**config.mk**
```make
export PLATFORM = sky130hd
export DESIGN_NAME = round_robin_thread_slot_scheduler_flat
export DESIGN_NICKNAME = d
export VERILOG_FILES = /design/src/hw/rtl/rrts_pkg.sv /design/src/hw/rtl/rrts_if.sv /design/src/hw/rtl/round_robin_thread_slot_scheduler.sv /design/src/flat_wrapper.sv
export SDC_FILE = /design/constraint.sdc
export NUM_CORES = 2
export LEC_CHECK = 0
export ABC_AREA = 1
export BUFFER_PORTS_ARGS = -buffer_cell sky130_fd_sc_hd__buf_2
export CAP_MARGIN = 40
export CORE_MARGIN = 5
export CORE_UTILIZATION = 30
export CTS_BUF_LIST = sky130_fd_sc_hd__clkbuf_4
export CTS_CLUSTER_DIAMETER = 50
export CTS_CLUSTER_SIZE = 28
export DETAILED_ROUTE_END_ITERATION = 10
export GPL_ROUTABILITY_DRIVEN = 0
export HOLD_SLACK_MARGIN = 0.02
export PLACE_DENSITY = 0.5
export SYNTH_ARGS = -nofsm -noshare
export SYNTH_HDL_FRONTEND = slang
export SYNTH_SLANG_ARGS = --single-unit
export TNS_END_PERCENT = 20
```
**constraint.sdc**
```tcl
create_clock -name clock -period 20.8 [get_ports clock]
set_input_delay 3.12 -clock clock [delete_from_list [all_inputs] [get_ports clock]]
set_output_delay 3.12 -clock clock [all_outputs]
set_load 0.01 [all_outputs]
```
**src/hw/rtl/rrts_pkg.sv**
```systemverilog
`default_nettype none
// ----------------------------------------------------------------------------
// rrts_pkg
// Shared types and constants for the round robin thread slot scheduler.
// ----------------------------------------------------------------------------
package rrts_pkg;

   localparam int unsigned THREAD_SLOTS = 16;
   localparam int unsigned STACK_BYTES  = 1048576;
   localparam int unsigned SLOT_W       = $clog2(THREAD_SLOTS);
   localparam int unsigned CNT_W        = SLOT_W + 1;

   localparam logic [31:0] TID_RESET     = 32'h0000_1000;
   localparam logic [31:0] HANDLE_RESET  = 32'h0000_7100;
   localparam logic [31:0] EXIT_ACTIVE   = 32'd259;
   localparam logic [63:0] STACK_RESET   = 64'h0000_0000_6000_0000;
   localparam logic [63:0] STACK_STRIDE  = 64'(STACK_BYTES) + 64'h1000;
   localparam logic [63:0] SP_OFFSET     = 64'(STACK_BYTES) - 64'h100;

   typedef enum logic [2:0] {
      ST_FREE      = 3'd0,
      ST_READY     = 3'd1,
      ST_RUNNING   = 3'd2,
      ST_WAITING   = 3'd3,
      ST_SUSPENDED = 3'd4,
      ST_EXITED    = 3'd5
   } slot_state_type;

   typedef enum logic [2:0] {
      REQ_CREATE = 3'd0,
      REQ_YIELD  = 3'd1,
      REQ_WAKE   = 3'd2,
      REQ_EXIT   = 3'd3,
      REQ_FIND   = 3'd4
   } req_kind_type;

   typedef enum logic [2:0] {
      FSM_IDLE,
      FSM_PREP,
      FSM_SCAN,
      FSM_SETTLE,
      FSM_OTHER,
      FSM_DONE
   } fsm_type;

   typedef struct packed {
      logic [2:0]  req_type;
      logic        start_suspended;
      logic [2:0]  yield_state;
      logic [31:0] handle;
      logic [31:0] exit_value;
   } req_type_type;

   typedef struct packed {
      logic        ok;
      logic [3:0]  slot;
      logic [31:0] thread_id;
      logic [31:0] thread_handle;
      logic [63:0] stack_addr;
      logic [63:0] initial_sp;
      logic        current_valid;
      logic [3:0]  current_slot;
      logic [31:0] current_tid;
      logic        other_ready;
      logic [2:0]  entry_state;
      logic [31:0] entry_exit_code;
   } rsp_type_type;

endpackage
`default_nettype wire

```
**src/hw/rtl/rrts_if.sv**
```systemverilog
`default_nettype none
// ----------------------------------------------------------------------------
// rrts_req_if / rrts_rsp_if
// Valid/ready channels carrying a scheduler request and its response.
// ----------------------------------------------------------------------------
interface rrts_req_if;
   import rrts_pkg::*;
   logic         valid;
   logic         ready;
   req_type_type payload;
   modport source (output valid, output payload, input ready);
   modport sink   (input valid, input payload, output ready);
endinterface

interface rrts_rsp_if;
   import rrts_pkg::*;
   logic         valid;
   logic         ready;
   rsp_type_type payload;
   modport source (output valid, output payload, input ready);
   modport sink   (input valid, input payload, output ready);
endinterface
`default_nettype wire

```
**src/hw/rtl/round_robin_thread_slot_scheduler.sv**
```systemverilog
`default_nettype none
// Sequence: after a request is accepted, a prep step, a scan that stops at its
//   first hit (wake always visits all slots), a settle step and a status sweep
//   over all slots run before the response goes valid.
// Flow: one request at a time; the next is taken only after the
//   response is accepted.
// Reset: synchronous, active high; all slots free, no current thread.
// ----------------------------------------------------------------------------
// round_robin_thread_slot_scheduler
// Thread slot table with create, yield, wake, exit and find requests,
// serviced by one slot compare unit stepped by a small sequencer.
// ----------------------------------------------------------------------------
module round_robin_thread_slot_scheduler (
   input  wire          clock,
   input  wire          reset,
   input  wire          csr_we,
   input  wire [63:0]   csr_wdata,
   rrts_req_if.sink     req,
   rrts_rsp_if.source   rsp
);
   import rrts_pkg::*;

   // slot table, one entry visited per cycle
   logic [2:0]  slot_state_ff [THREAD_SLOTS];
   logic [31:0] slot_id_ff    [THREAD_SLOTS];
   logic [31:0] slot_hnd_ff   [THREAD_SLOTS];
   logic [31:0] slot_wait_ff  [THREAD_SLOTS];
   logic [31:0] slot_exit_ff  [THREAD_SLOTS];

   logic              cur_valid_ff;
   logic [SLOT_W-1:0] cur_idx_ff;
   logic [31:0]       next_tid_ff;
   logic [31:0]       next_hnd_ff;
   logic [63:0]       next_stack_ff;

   fsm_type           state_ff, state_in;
   req_type_type      r_ff;
   logic [CNT_W-1:0]  cnt_ff;       // steps taken in a sweep
   logic [SLOT_W-1:0] idx_ff;       // slot under the shared unit
   logic              hit_ff;       // sweep found its slot
   logic [SLOT_W-1:0] hit_idx_ff;
   logic              exit_live_ff; // exit request had a current thread
   logic              rsp_valid_ff;
   rsp_type_type      rsp_ff;

   // shared compare unit: looks at the slot under idx_ff
   logic [2:0]  u_state;
   logic        u_match;
   always_comb begin
      u_state = slot_state_ff[idx_ff];
      case (r_ff.req_type)
         REQ_CREATE: u_match = (u_state == ST_FREE);
         REQ_WAKE:   u_match = (u_state == ST_WAITING) &&
                               (slot_wait_ff[idx_ff] == r_ff.handle);
         REQ_FIND:   u_match = (u_state != ST_FREE) &&
                               (slot_hnd_ff[idx_ff] == r_ff.handle);
         default:    u_match = (u_state == ST_READY);
      endcase
   end

   logic scan_last;
   assign scan_last = (cnt_ff == CNT_W'(THREAD_SLOTS - 1));

   always_comb begin
      state_in = state_ff;
      case (state_ff)
         FSM_IDLE:   if (req.valid && !rsp_valid_ff) state_in = FSM_PREP;
         FSM_PREP:   state_in = FSM_SCAN;
         FSM_SCAN:   if (scan_last || (u_match && r_ff.req_type != REQ_WAKE))
                        state_in = FSM_SETTLE;
         FSM_SETTLE: state_in = FSM_OTHER;
         FSM_OTHER:  if (scan_last) state_in = FSM_DONE;
         FSM_DONE:   state_in = FSM_IDLE;
         default:    state_in = FSM_IDLE;
      endcase
   end

   assign req.ready = (state_ff == FSM_IDLE) && !rsp_valid_ff;
   assign rsp.valid = rsp_valid_ff;
   assign rsp.payload = rsp_ff;

   logic [2:0] nst_sat;
   assign nst_sat = (r_ff.yield_state > 3'(ST_EXITED)) ? 3'(ST_EXITED) : r_ff.yield_state;

   logic [63:0] sp_sum;
   assign sp_sum = next_stack_ff + SP_OFFSET;

   // a real request for the scan (unknown request types do nothing);
   // exit has already cleared the current thread by the time it scans
   logic active;
   assign active = (r_ff.req_type == REQ_CREATE) || (r_ff.req_type == REQ_WAKE) ||
                   (r_ff.req_type == REQ_FIND) ||
                   (r_ff.req_type == REQ_YIELD) ||
                   (r_ff.req_type == REQ_EXIT && exit_live_ff);

   always_ff @(posedge clock) begin
      if (reset) begin
         state_ff      <= FSM_IDLE;
         rsp_valid_ff  <= 1'b0;
         cur_valid_ff  <= 1'b0;
         cur_idx_ff    <= '0;
         next_tid_ff   <= TID_RESET;
         next_hnd_ff   <= HANDLE_RESET;
         next_stack_ff <= STACK_RESET;
         for (int i = 0; i < THREAD_SLOTS; i++) begin
            slot_state_ff[i] <= 3'(ST_FREE);
            slot_id_ff[i]    <= '0;
            slot_hnd_ff[i]   <= '0;
            slot_wait_ff[i]  <= '0;
            slot_exit_ff[i]  <= '0;
         end
      end else begin
         state_ff <= state_in;
         if (rsp_valid_ff && rsp.ready) rsp_valid_ff <= 1'b0;
         if (csr_we) next_stack_ff <= csr_wdata;
         case (state_ff)
            FSM_IDLE: begin
               if (req.valid && !rsp_valid_ff) r_ff <= req.payload;
            end
            FSM_PREP: begin
               // store the current slot's new state and choose scan start
               cnt_ff <= '0;
               hit_ff <= 1'b0;
               rsp_ff <= '0;
               idx_ff <= '0;
               exit_live_ff <= cur_valid_ff;
               if (r_ff.req_type == REQ_YIELD && cur_valid_ff) begin
                  slot_state_ff[cur_idx_ff] <= nst_sat;
                  slot_wait_ff[cur_idx_ff]  <= (nst_sat == 3'(ST_WAITING)) ?
                                               r_ff.handle : 32'd0;
                  idx_ff <= cur_idx_ff + SLOT_W'(1);
               end else if (r_ff.req_type == REQ_EXIT && cur_valid_ff) begin
                  slot_state_ff[cur_idx_ff] <= 3'(ST_EXITED);
                  slot_exit_ff[cur_idx_ff]  <= r_ff.exit_value;
                  cur_valid_ff <= 1'b0;
                  cur_idx_ff   <= '0;
               end
            end
            FSM_SCAN: begin
               cnt_ff <= cnt_ff + CNT_W'(1);
               idx_ff <= idx_ff + SLOT_W'(1);
               if (u_match && active) begin
                  if (r_ff.req_type == REQ_WAKE) begin
                     slot_state_ff[idx_ff] <= 3'(ST_READY);
                     slot_wait_ff[idx_ff]  <= '0;
                  end else if (!hit_ff) begin
                     hit_ff     <= 1'b1;
                     hit_idx_ff <= idx_ff;
                  end
               end
            end
            FSM_SETTLE: begin
               // apply the outcome of the scan
               cnt_ff <= '0;
               idx_ff <= '0;
               case (r_ff.req_type)
                  REQ_CREATE: if (hit_ff) begin
                     slot_id_ff[hit_idx_ff]    <= next_tid_ff;
                     slot_hnd_ff[hit_idx_ff]   <= next_hnd_ff;
                     slot_wait_ff[hit_idx_ff]  <= '0;
                     slot_exit_ff[hit_idx_ff]  <= EXIT_ACTIVE;
                     slot_state_ff[hit_idx_ff] <= r_ff.start_suspended ?
                                                  3'(ST_SUSPENDED) : 3'(ST_READY);
                     next_tid_ff   <= next_tid_ff + 32'd1;
                     next_hnd_ff   <= next_hnd_ff + 32'd1;
                     next_stack_ff <= next_stack_ff + STACK_STRIDE;
                     rsp_ff.ok            <= 1'b1;
                     rsp_ff.slot          <= 4'(hit_idx_ff);
                     rsp_ff.thread_id     <= next_tid_ff;
                     rsp_ff.thread_handle <= next_hnd_ff;
                     rsp_ff.stack_addr    <= next_stack_ff;
                     rsp_ff.initial_sp    <= {sp_sum[63:4], 4'h0} - 64'd8;
                  end
                  REQ_YIELD, REQ_EXIT: begin
                     if (hit_ff && active) begin
                        slot_state_ff[hit_idx_ff] <= 3'(ST_RUNNING);
                        cur_valid_ff <= 1'b1;
                        cur_idx_ff   <= hit_idx_ff;
                        rsp_ff.ok    <= 1'b1;
                        rsp_ff.slot  <= 4'(hit_idx_ff);
                     end else if (r_ff.req_type == REQ_YIELD && cur_valid_ff) begin
                        slot_state_ff[cur_idx_ff] <= 3'(ST_RUNNING);
                     end
                  end
                  REQ_FIND: if (hit_ff) begin
                     rsp_ff.ok              <= 1'b1;
                     rsp_ff.slot            <= 4'(hit_idx_ff);
                     rsp_ff.thread_id       <= slot_id_ff[hit_idx_ff];
                     rsp_ff.entry_state     <= slot_state_ff[hit_idx_ff];
                     rsp_ff.entry_exit_code <= slot_exit_ff[hit_idx_ff];
                  end
                  default: ;
               endcase
            end
            FSM_OTHER: begin
               // status sweep: any ready slot other than the current one
               cnt_ff <= cnt_ff + CNT_W'(1);
               idx_ff <= idx_ff + SLOT_W'(1);
               if (u_state == ST_READY && !(cur_valid_ff && idx_ff == cur_idx_ff))
                  rsp_ff.other_ready <= 1'b1;
            end
            FSM_DONE: begin
               rsp_ff.current_valid <= cur_valid_ff;
               rsp_ff.current_slot  <= cur_valid_ff ? 4'(cur_idx_ff) : 4'd0;
               rsp_ff.current_tid   <= cur_valid_ff ? slot_id_ff[cur_idx_ff] : 32'd0;
               rsp_valid_ff <= 1'b1;
            end
            default: ;
         endcase
      end
   end
endmodule
`default_nettype wire

```
**src/flat_wrapper.sv**
```systemverilog
// flat-port wrapper written by rule: the top's interface ports become plain ports
module round_robin_thread_slot_scheduler_flat import rrts_pkg::*;
  (clock, reset, csr_we, csr_wdata, req_valid, req_payload, req_ready, rsp_valid, rsp_payload, rsp_ready);
  rrts_req_if req_i ();
  rrts_rsp_if rsp_i ();
  input  wire clock;
  input  wire reset;
  input  wire csr_we;
  input  wire [63:0] csr_wdata;
  input wire logic [$bits(req_i.valid)-1:0] req_valid;
  input wire logic [$bits(req_i.payload)-1:0] req_payload;
  output wire logic [$bits(req_i.ready)-1:0] req_ready;
  output wire logic [$bits(rsp_i.valid)-1:0] rsp_valid;
  output wire logic [$bits(rsp_i.payload)-1:0] rsp_payload;
  input wire logic [$bits(rsp_i.ready)-1:0] rsp_ready;
  assign req_i.valid = req_valid;
  assign req_i.payload = req_payload;
  assign req_ready = req_i.ready;
  assign rsp_valid = rsp_i.valid;
  assign rsp_payload = rsp_i.payload;
  assign rsp_i.ready = rsp_ready;
  round_robin_thread_slot_scheduler u_core (.clock(clock), .reset(reset), .csr_we(csr_we), .csr_wdata(csr_wdata), .req(req_i), .rsp(rsp_i));
endmodule
```
# ---- Yosys cells after proc, flatten, opt, wreduce, memory -nomap -nowiden
# Memories as Yosys holds them, arrays and structs flattened. A register that Yosys moved wholly into a read port is not among the register bits.
# Cells that the tools add are included.
dict set report totals {
  ff_bits 493
  mem_bits_rw 2096
  in_bits 140
  out_inout_bits 272
  elab_cells 260
  memories 5
}
dict set report op_classes {
  add_sub_neg 8
  magnitude_cmp 1
  n_eq_ne 35
  muxes 117
  bitwise_logic 6
  n_reduce_logical 59
}
# name words width read_ports rd_clocked_by_memory_dff write_ports line
set memory_table {}
lappend memory_table {u_core.slot_exit_ff 16 32 1 1 16 round_robin_thread_slot_scheduler.sv:28} ;# logic [31:0] slot_exit_ff [THREAD_SLOTS];
lappend memory_table {u_core.slot_hnd_ff 16 32 1 1 16 round_robin_thread_slot_scheduler.sv:26} ;# logic [31:0] slot_hnd_ff [THREAD_SLOTS];
lappend memory_table {u_core.slot_id_ff 16 32 2 2 16 round_robin_thread_slot_scheduler.sv:25} ;# logic [31:0] slot_id_ff [THREAD_SLOTS];
lappend memory_table {u_core.slot_wait_ff 16 32 1 1 16 round_robin_thread_slot_scheduler.sv:27} ;# logic [31:0] slot_wait_ff [THREAD_SLOTS];
lappend memory_table {u_core.slot_state_ff 16 3 2 2 16 round_robin_thread_slot_scheduler.sv:24} ;# logic [2:0] slot_state_ff [THREAD_SLOTS];
# operator n
set op_table {}
lappend op_table {{$pmux 197 s2} 1}
lappend op_table {{$mux 32} 9}
lappend op_table {{$mux 64} 4}
lappend op_table {{$reduce_or 32->1} 7}
lappend op_table {{$mux 197} 1}
lappend op_table {{$mux 160} 1}
lappend op_table {{$mux 4} 24}
lappend op_table {{$pmux 37 s2} 1}
lappend op_table {{$mux 35} 2}
lappend op_table {{$pmux 35 s2} 1}
lappend op_table {{$add 32x1->32 const B} 2}
lappend op_table {{$add 64x20->64 const B} 1}
lappend op_table {{$add 64x21->64 const B} 1}
lappend op_table {{$eq 32x32->1} 2}
lappend op_table {{$pmux 32 s2} 1}
lappend op_table {{$sub 64x4->64 const B} 1}
lappend op_table {{$mux 1} 50}
lappend op_table {{$mux 37} 1}
lappend op_table {{$mux 3} 11}
lappend op_table {{$ne 2x1->1 const B} 10}
lappend op_table {{$eq 3x2->1 const B} 6}
lappend op_table {{$pmux 3 s5} 1}
lappend op_table {{$pmux 5 s3} 1}
lappend op_table {{$reduce_and 5->1} 3}
lappend op_table {{other kinds (31)} 84}

# ---- Logic depth before layout (Yosys ltp)
dict set report depth {
  ltp_word 16
  ltp_mapped 28
}

# ---- Worst setup path after synthesis
# Ideal clock, no wire load.
dict set report synth_path {
  kind {input port to flip-flop}
  from {input port reset}
  to {register u_core.rsp_ff (netlist bit u_core.rsp.payload[100]), enable pin}
  t_arrival_ps 14906
  t_required_ps 19886
  slack_ps 4979
  cell_stages 3
  n_path_buf 1
  path_cell_list {clkbuf_1 -> nor3_1 -> a21boi_0}
}
dict set report synth_between {
  elab_chain_len 2
}
# item line
set synth_lines {}
lappend synth_lines {{from (decl)} flat_wrapper.sv:7} ;# input wire reset;
lappend synth_lines {{$not 1->1 (no source line)} --}
lappend synth_lines {{$reduce_and 4->1 (no source line)} --}
lappend synth_lines {{to (decl)} round_robin_thread_slot_scheduler.sv:44} ;# rsp_type_type rsp_ff;
# Every way passes these cells.
# A chain may end at the register's enable or synchronous reset.

==> run metrics <==
row cnt 235; Yosys top cell area share approximately 60%; Synth Cell Area roughly 120,000 um^2; core area 409,000 um^2; Worst Path Buf+Inv 8; worst hold path type flip-flop to flip-flop; top cell type by total area after synthesis edfxtp_1; DRT Pass-1 Iters 6; crit-path max FO roughly 170; Top FF cell, synth edfxtp_1; list of most frequent post-synthesis cells 2,995 x nor2_1, 2,449 x edfxtp_1, 1,427 x nand2_1; power per cell area about 95 nW/um^2; Net Sw Power around 0.0047 W; Cells after DPL 17.9k; number of synthesized flops with an enable pin 2,449; root buffer cell clkbuf_4; Die X 651 um; setup violators final 0; VDD IR max 0.0000957 V; first-pass GRT wire length 665 mm; Max H-tree Level 5; clock latency at the later pin of the worst-skew pair 1.50 ns; Comb power frac a little under a quarter; HPWL Detailed 280 mm; sequential cell area fraction in the yosys report between 60% and 70%; most used cell, CP nand2_1; sw frac 35.9%; Routed wire per std cell between 20 and 25 um; CP endpoint kind flip-flop; Synthesis Warnings 0; Ports about 400; pin count of the biggest net entering global routing 209; Pleak 48.2 nW; vias in the first global route between 90k and 100k; RSZ-0062 raised after global routing false; Startpoint Class flip-flop; Hold Vio Cnt, Final 0; CTS tree yes; Sink Count about 2.6k; crit path time final 7.96 ns; max incr delay on CP between 0.7 and 0.8 ns; CP Class flip-flop to flip-flop; Longest Clk Path Bufs 4; die area 423,000 um^2; synth top area cells edfxtp_1 60%, nor2_1 9.1%, o21ai_0 5.7%; number of remaining DRC errors 0; Worst EP required around 22 ns; I/O Buffers 408; clock slew at reported path FFs 0.13 ns; worst-margin pin slew 1.11 ns; Yosys reg bits about 2.6k; FFs w/ async S/R, synth 0%; Via density 5.23; Slew headroom between 20% and 30%; TritonCTS Buffers roughly 360; grt ovf 0; DRT antenna net count 0; Setup TNS 0 ns; clock share of power between 20% and 30%; Final period util between 30% and 40%; slowest CP cell o21ai_4; Post-Syn Instances about 13k; vias post-DR a little under 100k; Initial DRC Count about 10k; Top delay family on crit path buffers and inverters; Post-CTS Setup Bufs 0; WL final ~460 mm; PostCTS Resize Cnt 0; Synth cell types 57; Synth-to-Final Area Change 11.7%; chip height 651 um; post-route insts no fill 18.6k; Max Clk Rate approximately 130 MHz; Syn Area/Cell approximately 9.6 um^2; Maximum Capacitance Violations 0; Worst Clk Skew between 0.15 and 0.2 ns; Post-CTS Hold Buffers 0; count of nets after finishing roughly 13k; initial antenna violation count 21; share of layout cells above drive strength 1 a little under an eighth; sequential share of power between 40% and 50%; count leader, synth nor2_1; starting density of the core roughly 30%; fin. max-slew vios 0; GRT Util Overall 20.9%; outcome completed; arrival time at the worst endpoint roughly 9 ns; internal power between 0.008 and 0.009 W
-- logic make-up (layout without fill, tap and decap cells) --
| family | Yosys count | after routing | synth area share [%] |
|---|---|---|---|
| simple gates | 5525 | 5525 | 18.4 |
| compound gates | 2681 | 2681 | 12.4 |
| flops | 2598 | 2598 | 62.1 |
| buf+inv | 1882 | 2173 | 6.12 |
| xor+xnor | 91 | 91 | 0.647 |
| mux | 32 | 32 | 0.260 |
| fa+ha+maj | 11 | 11 | 0.112 |
| other cells | 1 | 23 | 0.00305 |
-- routing by layer --
| metal | GRT usage (%) | vias to the layer above | wire (um) |
|---|---|---|---|
| met2 | 34.8 | 3861 | 218000 |
| met5 | 0 | - | 80 |
| met4 | 7.34 | 12 | 18100 |
| met1 | 27.3 | 48000 | 191000 |
| li1 | - | 44500 | - |
| met3 | 3.79 | 810 | 33900 |
-- cell usage in the layout, fill, tap and decap left out, drive strengths merged, types with 5 or more instances in the layout --
cell type,synthesis,routed
nand4,55,55
o31ai,5,5
clkinv,48,185
inv,786,844
nor2,2998,2998
dfxtp,149,149
o22ai,90,90
xor2,87,87
buf,292,658
mux2i,32,32
a21oi,598,598
clkbuf,756,393
nor4,28,28
ha,11,11
o211ai,219,219
nand2,1438,1438
a221oi,5,5
diode,0,20
o32ai,33,33
clkinvlp,0,48
nand3,589,589
o21a,12,12
edfxtp,2449,2449
or2,5,5
a31oi,9,9
a211oi,129,129
a311oi,5,5
nor3,402,402
nor3b,5,5
o221ai,152,152
bufinv,0,45
o21ai,1417,1417
-- final timing paths --
path,start,slack [ns],to,cells after the start
worst min-delay path,u_core.next_tid_ff[21],0.47,u_core.next_tid_ff[21],1
worst max-delay path,flip-flop,12.84,u_core.slot_wait_ff[6][18],27
worst min register to register,u_core.next_tid_ff[21],0.47,u_core.next_tid_ff[21],1
worst max register to register,flip-flop,12.84,u_core.slot_wait_ff[6][18],27
-- final cells by class --
type | count | area [um^2]
fillers | 42100 | 272000
flip-flops and latches | 2598 | 76600
multi-input cells | 8343 | 39700
well taps | 5451 | 6820
repair buffers | 658 | 5220
inverters | 834 | 3200
clock inverters | 288 | 3150
clock buffers | 393 | 2950
diodes | 20 | 50.0
-- metrics by stage --
step	power (W)	instance area [um^2]	utilization [%]	hold slack, ns	setup slack (ns)
2_1_floorplan	0.00820	123000	-	0.430	4.98
3_3_place_gp	0.00936	129000	31.6	0.446	12.59
3_5_place_dp	0.00941	131000	32.1	0.450	12.97
4_1_cts	0.0132	138000	33.6	0.468	12.82
5_1_grt	0.0137	138000	33.6	0.487	12.43
6_report	0.0131	138000	33.6	0.467	12.84
-- worst reg2reg max path: stages, from the launching register on --
cell	delay (ns)
dfxtp_4	0.52
inv_16	0.35
buf_4	1.02
buf_4	0.75
nand2_1	0.17
nand2_1	0.09
nand2_1	0.05
nand3_1	0.08
nand3_1	0.12
nand3_1	0.12
nand2_1	0.12
inv_1	0.10
nand2_1	0.06
nor2_1	0.09
nand2_1	0.09
nor2_1	0.23
nand2_1	0.08
nor2_1	0.17
nand4_4	0.09
buf_4	0.36
nand2_1	0.16
nand2_1	0.12
a21oi_2	0.22
nand3_4	0.55
buf_4	0.45
buf_16	0.20
o21ai_4	0.76
buf_4	0.45
-- power by group through the flow --
stage	combinational [W]	clock (W)	sequential, W
4_1_cts	0.00306	0.00392	0.00624
2_1_floorplan	0.00191	0	0.00629
3_5_place_dp	0.00306	0	0.00635
3_3_place_gp	0.00301	0	0.00636
5_1_grt	0.00334	0.00413	0.00627
6_report	0.00306	0.00383	0.00623
-- sequential cells by signal (all words and copies together), names as in the netlist, 3 cells and up, named ones only --
| signal | cells |
|---|---|
| u_core.slot_exit_ff | 512 |
| u_core.slot_hnd_ff | 512 |
| u_core.slot_id_ff | 512 |
| u_core.slot_wait_ff | 512 |
| u_core.rsp.payload | 267 |
| u_core.r_ff | 71 |
| u_core.next_stack_ff | 64 |
| u_core.slot_state_ff | 48 |
| u_core.next_hnd_ff | 32 |
| u_core.next_tid_ff | 32 |
| u_core.cnt_ff | 5 |
| u_core.cur_idx_ff | 4 |
| u_core.hit_idx_ff | 4 |
| u_core.idx_ff | 4 |
| u_core.state_ff | 3 |
(Power assumes the default switching activity.)
